==> config.mk <==
export PLATFORM = sky130hd
export DESIGN_NAME = fce_front
export DESIGN_NICKNAME = d
export VERILOG_FILES = /design/src/rtl/fce_pkg.sv /design/src/rtl/fce_front.sv
export SDC_FILE = /design/constraint.sdc
export NUM_CORES = 1
export LEC_CHECK = 0
export CAP_MARGIN = 20
export CORE_AREA = 2 2 39 41
export DETAILED_ROUTE_END_ITERATION = 10
export DIE_AREA = 0 0 41 43
export DONT_BUFFER_PORTS = 1
export GPL_TIMING_DRIVEN = 0
export SKIP_CTS_REPAIR_TIMING = 1
export SYNTH_ARGS = -nofsm -noshare
export SYNTH_HDL_FRONTEND = slang
export SYNTH_SLANG_ARGS = --single-unit
==> constraint.sdc <==
create_clock -name i_clk -period 1.7 [get_ports i_clk]
set_input_delay 0.085 -clock i_clk [delete_from_list [all_inputs] [get_ports i_clk]]
set_output_delay 0.085 -clock i_clk [all_outputs]
set_load 0.01 [all_outputs]
==> src/rtl/fce_pkg.sv <==
`default_nettype none

package fce_pkg;

    localparam int INPUTS_MAX  = 4;
    localparam int OUTPUTS_MAX = 8;
    localparam int MEMORY_MAX  = 7;

    localparam int DATA_W    = INPUTS_MAX;
    localparam int CODE_W    = OUTPUTS_MAX;
    localparam int GEN_W     = 8;
    localparam int WIN_W     = MEMORY_MAX + 1;
    localparam int MEM_W     = $clog2(MEMORY_MAX + 1);
    localparam int CFG_W     = 64;
    localparam int CFG_IDX_W = 3;
    localparam int K_W       = 3;
    localparam int N_W       = 4;

    // configuration register indexes
    localparam logic [CFG_IDX_W-1:0] CFG_INPUTS_USED  = 3'd0;
    localparam logic [CFG_IDX_W-1:0] CFG_OUTPUTS_USED = 3'd1;
    localparam logic [CFG_IDX_W-1:0] CFG_GEN_ROW0     = 3'd2;
    localparam logic [CFG_IDX_W-1:0] CFG_GEN_ROW1     = 3'd3;
    localparam logic [CFG_IDX_W-1:0] CFG_GEN_ROW2     = 3'd4;
    localparam logic [CFG_IDX_W-1:0] CFG_GEN_ROW3     = 3'd5;

    typedef struct packed {
        logic [DATA_W-1:0] data_bits;
        logic              block_end;
    } t_in_item;

    typedef struct packed {
        logic [CODE_W-1:0] code_bits;
        logic              last_out;
    } t_out_item;

    // one queued job between front and back
    typedef struct packed {
        logic [DATA_W-1:0] data;
        logic              block_end;
    } t_job;

    typedef logic [INPUTS_MAX-1:0][MEMORY_MAX-1:0] t_sr_arr;

    // encoder setup derived from the configuration registers
    typedef struct packed {
        logic [INPUTS_MAX-1:0][OUTPUTS_MAX-1:0][WIN_W-1:0] taps;
        logic [INPUTS_MAX-1:0][MEMORY_MAX-1:0]             keep_mask;
        logic [INPUTS_MAX-1:0]                             active;
        logic [MEM_W-1:0]                                  tail_len;
    } t_enc_cfg;

    typedef struct packed {
        logic [CODE_W-1:0] code;
        t_sr_arr           sr;
    } t_enc_res;

    // one encoder step: window bit d is the input bit from d groups back
    function automatic t_enc_res encode_group(t_enc_cfg c, t_sr_arr sr,
                                              logic [DATA_W-1:0] bits);
        t_enc_res         r;
        logic [WIN_W-1:0] win;
        r.code = '0;
        r.sr   = sr;
        for (int i = 0; i < INPUTS_MAX; i++) begin
            win = {sr[i], bits[i]};
            for (int j = 0; j < OUTPUTS_MAX; j++) begin
                r.code[j] = r.code[j] ^ (^(c.taps[i][j] & win));
            end
            if (c.active[i]) begin
                r.sr[i] = win[MEMORY_MAX-1:0] & c.keep_mask[i];
            end
        end
        return r;
    endfunction

endpackage

`default_nettype wire

==> src/rtl/fce_front.sv <==
`default_nettype none

module fce_front
    import fce_pkg::*;
(
    input  wire logic                  i_clk,
    input  wire logic                  i_rst_n,
    input  wire logic                  i_valid,
    output logic                       o_ready,
    input  wire t_in_item              i_in,
    input  wire logic [INPUTS_MAX-1:0] i_active,
    output logic                       o_job_valid,
    output t_job                       o_job,
    input  wire logic                  i_job_pop
);

    localparam int QDEPTH = 2;

    t_job             r_q [QDEPTH];
    logic             r_wptr;
    logic             r_rptr;
    logic [1:0]       r_cnt;
    logic [1:0]       n_cnt;
    logic             push;
    t_job             job_in;

    assign o_ready = (r_cnt != 2'(QDEPTH));
    assign push    = i_valid && o_ready;

    // drop data bits of inputs that are not in use
    always_comb begin
        job_in.data      = i_in.data_bits & i_active;
        job_in.block_end = i_in.block_end;
    end

    always_comb begin
        n_cnt = r_cnt;
        if (push && !i_job_pop) begin
            n_cnt = r_cnt + 2'd1;
        end else if (!push && i_job_pop) begin
            n_cnt = r_cnt - 2'd1;
        end
    end

    always_ff @(posedge i_clk) begin
        if (!i_rst_n) begin
            r_wptr <= 1'b0;
            r_rptr <= 1'b0;
            r_cnt  <= '0;
        end else begin
            r_cnt <= n_cnt;
            if (push)      r_wptr <= ~r_wptr;
            if (i_job_pop) r_rptr <= ~r_rptr;
        end
    end

    always_ff @(posedge i_clk) begin
        if (push) r_q[r_wptr] <= job_in;
    end

    assign o_job_valid = (r_cnt != 2'd0);
    assign o_job       = r_q[r_rptr];

endmodule

`default_nettype wire

==> impl_metrics.yaml <==
die:
  die_w_um: 41
  row_count: 14
  die_y_um: 43
  die-area_mm2: 0.00176
  core_mm2: 0.00138
  start_util_pct: 45.0
  ios: 20
power:
  power.switching_uw: 202
  clkPwrFrac_pct: 24.0
  pwr-share-seq_pct: 57.6
  powerDensity_mw_per_mm2: 1170
  switching_share_pct: 25.1
  p_int_uw: 605
  combPwrFrac_pct: 18.4
  ir_worst_vdd_uv: 693
  p_leak_uw: 0.000263
synth:
  synthFlopType: "edfxtp_1"
  ys_types: 17
  syn-cell-area_um2: 623
  synth.avg_cell_area_um2: 14.5
  synthArstFlopShare_pct: 0
  synth-seq-area-share_pct: 64.3
  ys_ff_latch: 15
  synth_fp_nets: 57
  yosysWarnings: 0
  synth_edf_count: 10
  netlist_instances: 43
detailed_routing:
  routed_wl_um: 838
  drt_iter0_drc: 1
  wire_per_inst_um: 12.9
  dr.pass1.iters: 2
  drc_errors: 0
  ant_nets: 0
  vias: 319
  via_per_inst: 4.91
critical_path:
  path_class: "flip-flop to flip-flop"
  cp-end-kind: "flip-flop"
  arrival_ns: 1.77
  reg2reg_to: "r_cnt[1]$_SDFFE_PN0P_"
  r2r-start: "r_cnt[0]$_SDFFE_PN0P_"
  worst_ep_required_time_ns: 1.91
  crit_fanout: 5
  cp-start-kind: "flip-flop"
  startpoint: "r_cnt[0]$_SDFFE_PN0P_"
  reg2reg_slack_ns: 0.14
  cp-endpoint: "r_cnt[1]$_SDFFE_PN0P_"
  reg2reg_depth: 5
clock_network:
  numClockSinks: 15
  clockBufferDepth: 2
  cts_root_buf: "clkbuf_4"
  cts_max_level: 1
  numCtsBuffers: 3
  clk_pin_slew_ns: 0.08
  clkLatencyLatePin_ns: 0.27
  tritoncts: "yes"
finish:
  syn_to_final_growth_pct: 10.6
  layout-drive-gt1-share_pct: 22.4
  final_util_pct: 49.8
  final_nets: 64
  fin_area_um2: 689
  final_cells: 65
  diodes: 0
  fillers: 132
global_routing:
  grt_max_degree: 9
  grt_pass1_wl_um: 1220
  antenna_found_initial: 0
  grt-ovfl-total: 0
  grt_pass1_vias: 304
  grt_usage_pct: 11.0
timing:
  max_freq_ghz: 0.641
  relSlewSlack_pct: 85.4
  skew_ns: 0.00192
  setup_viol: 0
  setup_tns_ns: 0
  finalMaxSlewViolations: 0
  rsz0062_at_grt: "false"
  hold_viol_final: 0
  tightest_slew_ns: 0.218
  min_period_ns: 1.56
  fin_crit_sh_pct: 91.7
  timing.hold.ws_ns: 0.0113
worst_hold_path:
  holdCritPathClass: "input pin to flip-flop"
placed_design:
  dp_cells: 59
  finalWeightedCongestion: 0.579
  dp_hpwl_um: 658
  postPlaceCellArea_um2: 643
  port_buffers: 0
run_status:
  status: "completed"
run:
  maxCapViolations: 0
[worst min-delay path by stage]
| stage | from | end | slack [ns] | depth (start not counted) |
|---|---|---|---|---|
| floorplan | i_in[0] | r_q[0][0]$_DFFE_PP_ | 0.18 | 0 |
| global route | i_valid | r_wptr$_SDFFE_PN0N_ | 0.009 | 2 |
| CTS | i_in[0] | r_q[0][0]$_DFFE_PP_ | -0.11 | 0 |
| detailed placement | i_in[0] | r_q[0][0]$_DFFE_PP_ | 0.18 | 0 |
| global placement | i_in[0] | r_q[1][0]$_DFFE_PP_ | 0.18 | 0 |
| finish | i_valid | r_wptr$_SDFFE_PN0N_ | 0.01 | 2 |
[power groups by stage]
stage	clock [µW]	sequential (µW)	combinational (µW)
2_1_floorplan	0	467	128
3_3_place_gp	0	471	140
3_5_place_dp	0	475	146
4_1_cts	201	467	147
5_1_grt	212	472	164
6_report	193	465	148
[layer usage]
metal	up-vias	global-route usage (%)	wire length (µm)
met4	0	10.0	0
met3	0	2.09	58
li1	162	-	-
met5	-	0	0
met1	147	10.6	325
met2	10	18.1	454
[per-stage QoR]
stage,total power (µW),worst slack (ns)
2_1_floorplan,595,0.231
3_3_place_gp,611,0.194
3_5_place_dp,621,0.153
4_1_cts,814,0.131
5_1_grt,847,0.0522
6_report,807,0.141
[cell type report]
| class | count | area [µm²] | share of cell area [%] |
|---|---|---|---|
| clock buffer | 4 | 26.3 | 3.81 |
| inverter | 2 | 7.51 | 1.09 |
| multi-input combinational | 26 | 215 | 31.2 |
| sequential | 15 | 400 | 58.1 |
| tap | 16 | 20.0 | 2.90 |
| timing repair buffer | 2 | 20.0 | 2.90 |
[cell usage after synthesis, drive strengths merged (2+ instances only)]
master,count,share of area [%]
dfxtp,5,16
a21boi,2,2.4
edfxtp,10,48
xor2,2,2.8
mux2,5,9.0
and2,8,8.0
inv,2,1.2
[cell usage in the layout, fill, tap and decap left out]
| master | count |
|---|---|
| a21bo_2 | 1 |
| a21boi_0 | 1 |
| a21boi_1 | 1 |
| and2_1 | 8 |
| and3_1 | 1 |
| clkbuf_1 | 1 |
| clkbuf_4 | 3 |
| dfxtp_1 | 5 |
| dlygate4sd3_1 | 2 |
| edfxtp_1 | 10 |
| ha_1 | 1 |
| inv_1 | 2 |
| mux2_2 | 5 |
| nand2b_4 | 1 |
| nand3b_1 | 1 |
| o21ai_0 | 1 |
| or2_2 | 1 |
| or3_1 | 1 |
| xnor2_1 | 1 |
| xor2_1 | 2 |
[state kept, by name, indices dropped and copies added, names as in the netlist, named ones only]
name and cells:
r_cnt 2, r_rptr 1, r_q 10, r_wptr 1
[logic make-up after synthesis]
kind of cell	after synthesis	synth area share (%)
AOI/OAI and AO/OA	4	4.82
buffers and inverters	2	1.21
and+or+nand+nor	13	14.5
muxes	5	9.04
DFF	15	64.3
xor gates and xnor gates	3	4.22
adders and majority gates	1	2.01
[worst max-delay path, stage by stage, from the launching register on]
cell and delay, ns:
dfxtp_1 0.35, nand2b_4 0.18, and2_1 0.16, ha_1 0.31
or3_1 0.36, a21boi_1 0.14
(Power assumes the default switching activity.)
