**src/rtl/fce_pkg.sv**
```systemverilog
`default_nettype none

package fce_pkg;

    localparam int INPUTS_MAX  = 4;
    localparam int OUTPUTS_MAX = 8;
    localparam int MEMORY_MAX  = 7;

    localparam int DATA_W    = INPUTS_MAX;
    localparam int CODE_W    = OUTPUTS_MAX;
    localparam int GEN_W     = 8;
    localparam int WIN_W     = MEMORY_MAX + 1;
    localparam int MEM_W     = $clog2(MEMORY_MAX + 1);
    localparam int CFG_W     = 64;
    localparam int CFG_IDX_W = 3;
    localparam int K_W       = 3;
    localparam int N_W       = 4;

    // configuration register indexes
    localparam logic [CFG_IDX_W-1:0] CFG_INPUTS_USED  = 3'd0;
    localparam logic [CFG_IDX_W-1:0] CFG_OUTPUTS_USED = 3'd1;
    localparam logic [CFG_IDX_W-1:0] CFG_GEN_ROW0     = 3'd2;
    localparam logic [CFG_IDX_W-1:0] CFG_GEN_ROW1     = 3'd3;
    localparam logic [CFG_IDX_W-1:0] CFG_GEN_ROW2     = 3'd4;
    localparam logic [CFG_IDX_W-1:0] CFG_GEN_ROW3     = 3'd5;

    typedef struct packed {
        logic [DATA_W-1:0] data_bits;
        logic              block_end;
    } t_in_item;

    typedef struct packed {
        logic [CODE_W-1:0] code_bits;
        logic              last_out;
    } t_out_item;

    // one queued job between front and back
    typedef struct packed {
        logic [DATA_W-1:0] data;
        logic              block_end;
    } t_job;

    typedef logic [INPUTS_MAX-1:0][MEMORY_MAX-1:0] t_sr_arr;

    // encoder setup derived from the configuration registers
    typedef struct packed {
        logic [INPUTS_MAX-1:0][OUTPUTS_MAX-1:0][WIN_W-1:0] taps;
        logic [INPUTS_MAX-1:0][MEMORY_MAX-1:0]             keep_mask;
        logic [INPUTS_MAX-1:0]                             active;
        logic [MEM_W-1:0]                                  tail_len;
    } t_enc_cfg;

    typedef struct packed {
        logic [CODE_W-1:0] code;
        t_sr_arr           sr;
    } t_enc_res;

    // one encoder step: window bit d is the input bit from d groups back
    function automatic t_enc_res encode_group(t_enc_cfg c, t_sr_arr sr,
                                              logic [DATA_W-1:0] bits);
        t_enc_res         r;
        logic [WIN_W-1:0] win;
        r.code = '0;
        r.sr   = sr;
        for (int i = 0; i < INPUTS_MAX; i++) begin
            win = {sr[i], bits[i]};
            for (int j = 0; j < OUTPUTS_MAX; j++) begin
                r.code[j] = r.code[j] ^ (^(c.taps[i][j] & win));
            end
            if (c.active[i]) begin
                r.sr[i] = win[MEMORY_MAX-1:0] & c.keep_mask[i];
            end
        end
        return r;
    endfunction

endpackage

`default_nettype wire

```
**src/rtl/fce_back.sv**
```systemverilog
`default_nettype none

module fce_back
    import fce_pkg::*;
(
    input  wire logic      i_clk,
    input  wire logic      i_rst_n,
    input  wire t_enc_cfg  i_enc,
    input  wire logic      i_job_valid,
    input  wire t_job      i_job,
    output logic           o_job_pop,
    output logic           o_valid,
    input  wire logic      i_ready,
    output t_out_item      o_item
);

    t_sr_arr          r_sr;
    logic [MEM_W-1:0] r_tail_cnt;
    logic             r_valid;
    t_out_item        r_item;

    logic             advance;
    logic             flushing;
    logic             step;
    logic             blk_done;
    logic [DATA_W-1:0] bits;
    t_enc_res         res;

    assign advance   = !r_valid || i_ready;
    assign flushing  = (r_tail_cnt != '0);
    assign step      = advance && (flushing || i_job_valid);
    assign o_job_pop = advance && !flushing && i_job_valid;

    // block finishes on the last tail group, or on the end group itself with no tail
    assign blk_done = flushing ? (r_tail_cnt == MEM_W'(1))
                               : (i_job.block_end && (i_enc.tail_len == '0));

    assign bits = flushing ? '0 : i_job.data;
    assign res  = encode_group(i_enc, r_sr, bits);

    always_ff @(posedge i_clk) begin
        if (!i_rst_n) begin
            r_sr       <= '0;
            r_tail_cnt <= '0;
            r_valid    <= 1'b0;
        end else begin
            if (advance) r_valid <= step;
            if (step) begin
                r_sr <= blk_done ? '0 : res.sr;
                if (flushing) begin
                    r_tail_cnt <= r_tail_cnt - MEM_W'(1);
                end else if (i_job.block_end) begin
                    r_tail_cnt <= i_enc.tail_len;
                end
            end
        end
    end

    always_ff @(posedge i_clk) begin
        if (step) begin
            r_item.code_bits <= res.code;
            r_item.last_out  <= blk_done;
        end
    end

    assign o_valid = r_valid;
    assign o_item  = r_item;

endmodule

`default_nettype wire

```
**config.mk**
```make
export PLATFORM = sky130hd
export DESIGN_NAME = fce_back
export DESIGN_NICKNAME = d
export VERILOG_FILES = /design/src/rtl/fce_pkg.sv /design/src/rtl/fce_back.sv
export SDC_FILE = /design/constraint.sdc
export NUM_CORES = 1
export LEC_CHECK = 0
export ABC_CLOCK_PERIOD_IN_PS = 5100
export CORE_MARGIN = 1.5
export CORE_UTILIZATION = 35
export CTS_CLUSTER_DIAMETER = 30
export DETAILED_ROUTE_END_ITERATION = 8
export DONT_BUFFER_PORTS = 1
export PLACE_DENSITY = 0.49
export REMOVE_ABC_BUFFERS = 1
export SKIP_CTS_REPAIR_TIMING = 1
export SLEW_MARGIN = 25
export SYNTH_ARGS = -nofsm -noshare
export SYNTH_HDL_FRONTEND = slang
export SYNTH_SLANG_ARGS = --single-unit
export TNS_END_PERCENT = 50
```
**constraint.sdc**
```tcl
create_clock -name i_clk -period 5.1 [get_ports i_clk]
set_clock_uncertainty 0.2 [all_clocks]
set_input_delay 0.765 -clock i_clk [delete_from_list [all_inputs] [get_ports i_clk]]
set_output_delay 0.765 -clock i_clk [all_outputs]
set_load 0.1 [all_outputs]
```
==> flow_summary.ini, run 1 <==
[pwr]
p_per_area_nw_per_um2 = 298
vdd_drop_max_mv = 0.154
p_leak_nw = 1.49

[timing]
setup_viol_count_final = 0
period_share_pct = 61.0
tns_ps = 0
hold_viol = 0
drv_slew = 0
rsz0062_at_grt = no
max_freq_mhz = 322
hold-worst-slack_ps = 338
finalCriticalPeriod_ps = 3110
worst_pin_slew_ps = 969
maxSlewHeadroom_pct = 35.6

[clock_network]
clockRootBuffer = clkbuf_16
cts_tree = built
clk_pin_slew_ps = 70
cts.sinks = 41
clockBufferDepth = 2
h-tree-depth = 2
clk-insertion-delay-late_ps = 280
numCtsBuffers = 5

[setup_path]
cp-start-kind = register
path_class = reg -> out
critPathMaxFanout = 4
rrSetupSlack_ps = 2130
critPathRequiredTime_ps = 4140
r2r_cells = 8
endpoint_kind = output pin
crit_arrival_ps = 2140

[drt]
postRouteAntennaNets = 0
via_count = 4516
viasPerCell = 5.25
routed_wl_um = 19700
drtPass1Iterations = 4
drt_iter0_drc = 287
drc = 0
wire_per_inst_um = 22.9

[finish]
fin_nets = 978
diodes = 0
seq_area_sq_um = 911
layout_common_cells = 261 x nand2_1, 168 x xnor2_1, 56 x xor2_1
multi_input_area_sq_um = 4090
syn2layout_area_growth_pct = 1.84
layout.cells.most_common = nand2_1
fillers = 1581
drive_above_1_share_pct = 6.80

[synth]
yosysSeqAreaShare_pct = 17.2
ys_warn_count = 0
avgSynthCellArea_sq_um = 7.51
synth-seq-cells = 41
synth_area_sq_um = 5310
synth_cell_types = 37
synthCells = 707

[hold_path]
hp-class = reg -> reg
whs_path_depth = 2

[place]
io_buffers = 0
routabilityCongestion = 0.874
dpl.hpwl_um = 16000

[grt]
antenna_found_initial = 0
grtUsageTotal_pct = 24.1
grt-ovfl-total = 0
grt_max_degree = 33
grt_pass1_wl_um = 28300
grt_pass1_vias = 4695

[floorplan]
num_io_pins = 311
start_util_pct = 36.1
die-area_sq_um = 15900
core_area_sq_um = 14700
fp-row-count = 44
die_y_um = 126
die_width_um = 126

[outcome]
status = finished clean

[flow_run]
drv_cap = 0
==> critical path: stages, from the launching register on <==
cell	delay, ps
dfxtp_1	340
inv_1	90
ha_1	290
nor2b_1	290
and3_1	840
==> final timing paths <==
check                      from             to
hold / removal    r_tail_cnt[1]  r_tail_cnt[1]
hold reg to reg   r_tail_cnt[1]  r_tail_cnt[1]
setup reg to reg  r_tail_cnt[0]  r_tail_cnt[0]
setup / recovery  r_tail_cnt[0]      o_job_pop
==> state kept, by name (all words and copies together) (netlist names) <==
signal      cells
o_item          9
r_tail_cnt      3
r_sr           28
o_valid         1
==> routing by layer <==
metal	vias to the layer above	track usage, %	share of wire, %
met4	0	4.26	0.96
met5	-	0	0
li1	2151	-	-
met1	2117	29.4	40
met3	17	4.84	8.5
met2	231	44.1	51
==> cell families (layout without fill, tap and decap cells) <==
kind of cell,after synthesis,after routing,synth area share (%)
fa+ha+maj,3,3,0.707
simple gates,336,336,27.4
mux,1,1,0.189
buf+inv,42,11,5.77
xor+xnor,240,240,42.8
flops,41,41,17.2
compound gates,44,44,6.01
==> per-stage QoR <==
step                std cells  worst slack (ps)  power (W)  area [sq um]  utilization (%)
floorplan                 668              2420    0.00114          5010                -
global placement          852              2360    0.00126          5240             35.7
detailed placement        852              2160    0.00127          5240             35.7
CTS                       860              1990    0.00162          5410             36.8
global route              860              1900    0.00168          5410             36.8
finish                    860              1990    0.00161          5410             36.8
==> area by class of cell <==
cell class	instances	area share [%]
clock inverters	1	0.162
multi-input cells	624	75.7
flip-flops and latches	41	16.8
clock buffers	7	2.85
well taps	184	4.26
inverters	3	0.208
==> synthesized netlist by cell type <==
master    count  area share [%]
a211oi_1      1            0.14
a21boi_0     11             1.6
a21boi_1     18             2.5
a21oi_1       2            0.19
and3_1        1            0.12
buf_2        11             1.0
buf_4         8             1.1
buf_6        14             3.0
clkbuf_1      6            0.42
dfxtp_1      32              12
edfxtp_1      9             5.1
ha_1          3            0.71
inv_1         2            0.14
inv_2         1           0.071
mux2i_1       1            0.19
nand2_1     261              18
nand2_2      23             2.7
nand2_4       1            0.21
nand2b_1      2            0.24
nand2b_4      1            0.26
nand3_1       1           0.094
nand4_1      29             3.4
nor2_1       11            0.78
nor2_4        1            0.21
nor2b_1       2            0.24
nor3_1        1           0.094
nor3b_1       1            0.14
nor4_4        1            0.40
o211a_1       1            0.19
o21a_1        3            0.42
o21a_2        3            0.50
o21ai_0       1           0.094
o21ai_1       4            0.38
xnor2_1     168              28
xnor2_2       8             2.5
xnor3_1       8             3.4
xor2_1       56             9.2
==> where the power goes <==
group	switching (W)	internal [W]	total (W)
combinational	0.000296	0.000219	0.000514
clock	0.000133	0.000212	0.000346
sequential	0.000340	0.000410	0.000750
total	0.000768	0.000841	0.00161
Note: power is estimated with default switching activity, not from simulation.
==> run 2, diff against run 1 <==
--- a/config.mk
+++ b/config.mk
@@ -5,13 +5,13 @@
 export SDC_FILE = /design/constraint.sdc
 export NUM_CORES = 1
 export LEC_CHECK = 0
-export ABC_CLOCK_PERIOD_IN_PS = 5100
+export ABC_CLOCK_PERIOD_IN_PS = 2800
 export CORE_MARGIN = 1.5
 export CORE_UTILIZATION = 35
 export CTS_CLUSTER_DIAMETER = 30
 export DETAILED_ROUTE_END_ITERATION = 8
 export DONT_BUFFER_PORTS = 1
-export PLACE_DENSITY = 0.49
+export PLACE_DENSITY = 0.51
 export REMOVE_ABC_BUFFERS = 1
 export SKIP_CTS_REPAIR_TIMING = 1
 export SLEW_MARGIN = 25
==> constraint.sdc (replaced) <==
create_clock -name i_clk -period 2.8 [get_ports i_clk]
set_clock_uncertainty 0.2 [all_clocks]
set_input_delay 0.42 -clock i_clk [delete_from_list [all_inputs] [get_ports i_clk]]
set_output_delay 0.42 -clock i_clk [all_outputs]
set_load 0.1 [all_outputs]
==> run 2 against run 1 <==
Setup slack worse by 1800 ps. Final cell count up 3.8%. Via count up 3.5%. Largest cell class unchanged. Critical endpoint is now o_item[6].
==> flow_summary.ini, run 2 (same netlist as run 1, synthesis figures left out) <==
[pwr]
p_per_area_nw_per_um2 = 540
p_leak_nw = 1.67
power_w = 0.00306
vdd_drop_max_mv = 0.287

[grt]
grt_max_degree = 33
grt_pass1_vias = 4853
grt-ovfl-total = 0
grtUsageTotal_pct = 26.7
antenna_found_initial = 0
grt_pass1_wl_um = 30800

[finish]
top_register = r_sr
layout.cells.most_common = nand2_1
fillers = 1556
diodes = 0
final_cells = 893
largest_reg_flops = 28
seq_area_sq_um = 911
syn2layout_area_growth_pct = 6.60
utilization_pct = 38.5
layout_common_cells = 261 x nand2_1, 168 x xnor2_1, 56 x xor2_1
drive_above_1_share_pct = 11.1
fin_nets = 1011
multi_input_area_sq_um = 4090

[setup_path]
slowest_stage = dfxtp_1
path_common_cell = xnor2_1
critPathRequiredTime_ps = 2640
critPathMaxFanout = 9
crit_chain = nand2_1, xnor2_1, xnor2_1, xnor2_1, xnor3_1, xnor2_1
endpoint_kind = register
path_class = reg -> reg
crit_arrival_ps = 2410
cp-start-kind = register
slowest_delay_ps = 710

[drt]
wl_met2_um = 10800
via_count = 4673
routed_wl_um = 21600
wire_per_inst_um = 24.2
drc = 0
drt_iter0_drc = 277
viasPerCell = 5.23
postRouteAntennaNets = 0
dr_wl_met3_um = 1940
wl_met1_um = 8570
top_layer_used = met4
drtPass1Iterations = 5

[place]
placed_cells = 885
io_buffers = 0
dpl.hpwl_um = 18200
routabilityCongestion = 0.905

[floorplan]
start_util_pct = 36.1
core_area_sq_um = 14700
fp-row-count = 44
num_io_pins = 311
die_y_um = 126
die-area_sq_um = 15900
die_width_um = 126

[timing]
hold_viol = 0
worst_pin_slew_ps = 965
setup_viol_count_final = 0
tns_ps = 0
period_share_pct = 91.8
max_freq_mhz = 389
rsz0062_at_grt = no
finalCriticalPeriod_ps = 2570
drv_slew = 0
maxSlewHeadroom_pct = 35.8

[clock_network]
h-tree-depth = 2
cts_tree = built
clockRootBuffer = clkbuf_16
numCtsBuffers = 5
cts.sinks = 41
clk_pin_slew_ps = 70
clockBufferDepth = 2
clk-insertion-delay-late_ps = 290

[flow_run]
drv_cap = 0

[hold_path]
hp-class = in -> reg

[outcome]
status = finished clean
==> run 2: cell count changes in the layout (fill, tap and decap cells not counted), sizes merged <==
| cell | previous run | this run |
|---|---|---|
| buf | 0 | 33 |
| clkbuf | 7 | 8 |
| clkinv | 1 | 0 |
==> run 2: metal layers <==
layer  vias up  track usage (%)
met2       255             48.0
met1      2178             32.4
met3        24             6.58
li1       2216                -
met4         0             4.94
met5         -                0
==> run 2: final timing paths <==
check,to,cells after the start,slack [ps],from
worst max register to register,o_item[6],6,230,r_sr[13]
worst max-delay path,o_item[6],6,230,r_sr[13]
worst min register to register,r_tail_cnt[1],2,350,r_tail_cnt[1]
worst min-delay path,o_valid,1,60,i_job_valid
==> run 2: through the flow <==
step	hold WS [ps]	worst slack (ps)	instance area, sq um
after floorplan	279	466	5010
after global placement	326	170	5490
after detailed placement	335	135	5490
after CTS	60.1	162	5660
after global routing	62.8	99.3	5660
final	61.3	228	5660
==> run 2: report_power, final <==
part	internal, W	switching [W]
Clock	0.000410	0.000247
Sequential	0.000743	0.000290
Combinational	0.000476	0.000892
==> run 2: worst max-delay path, delay by kind of cell, from the launching register on <==
family	cells	cell delay, ps
flip-flops	1	710
AND/OR/NAND/NOR	1	140
XOR/XNOR	5	1280
==> run 2: area by class of cell <==
class / instances / area share [%]
Multi-Input combinational cell: 624 / 72.3
Sequential cell: 41 / 16.1
Timing Repair Buffer: 33 / 4.38
Tap cell: 184 / 4.07
Clock buffer: 8 / 2.96
Inverter: 3 / 0.199
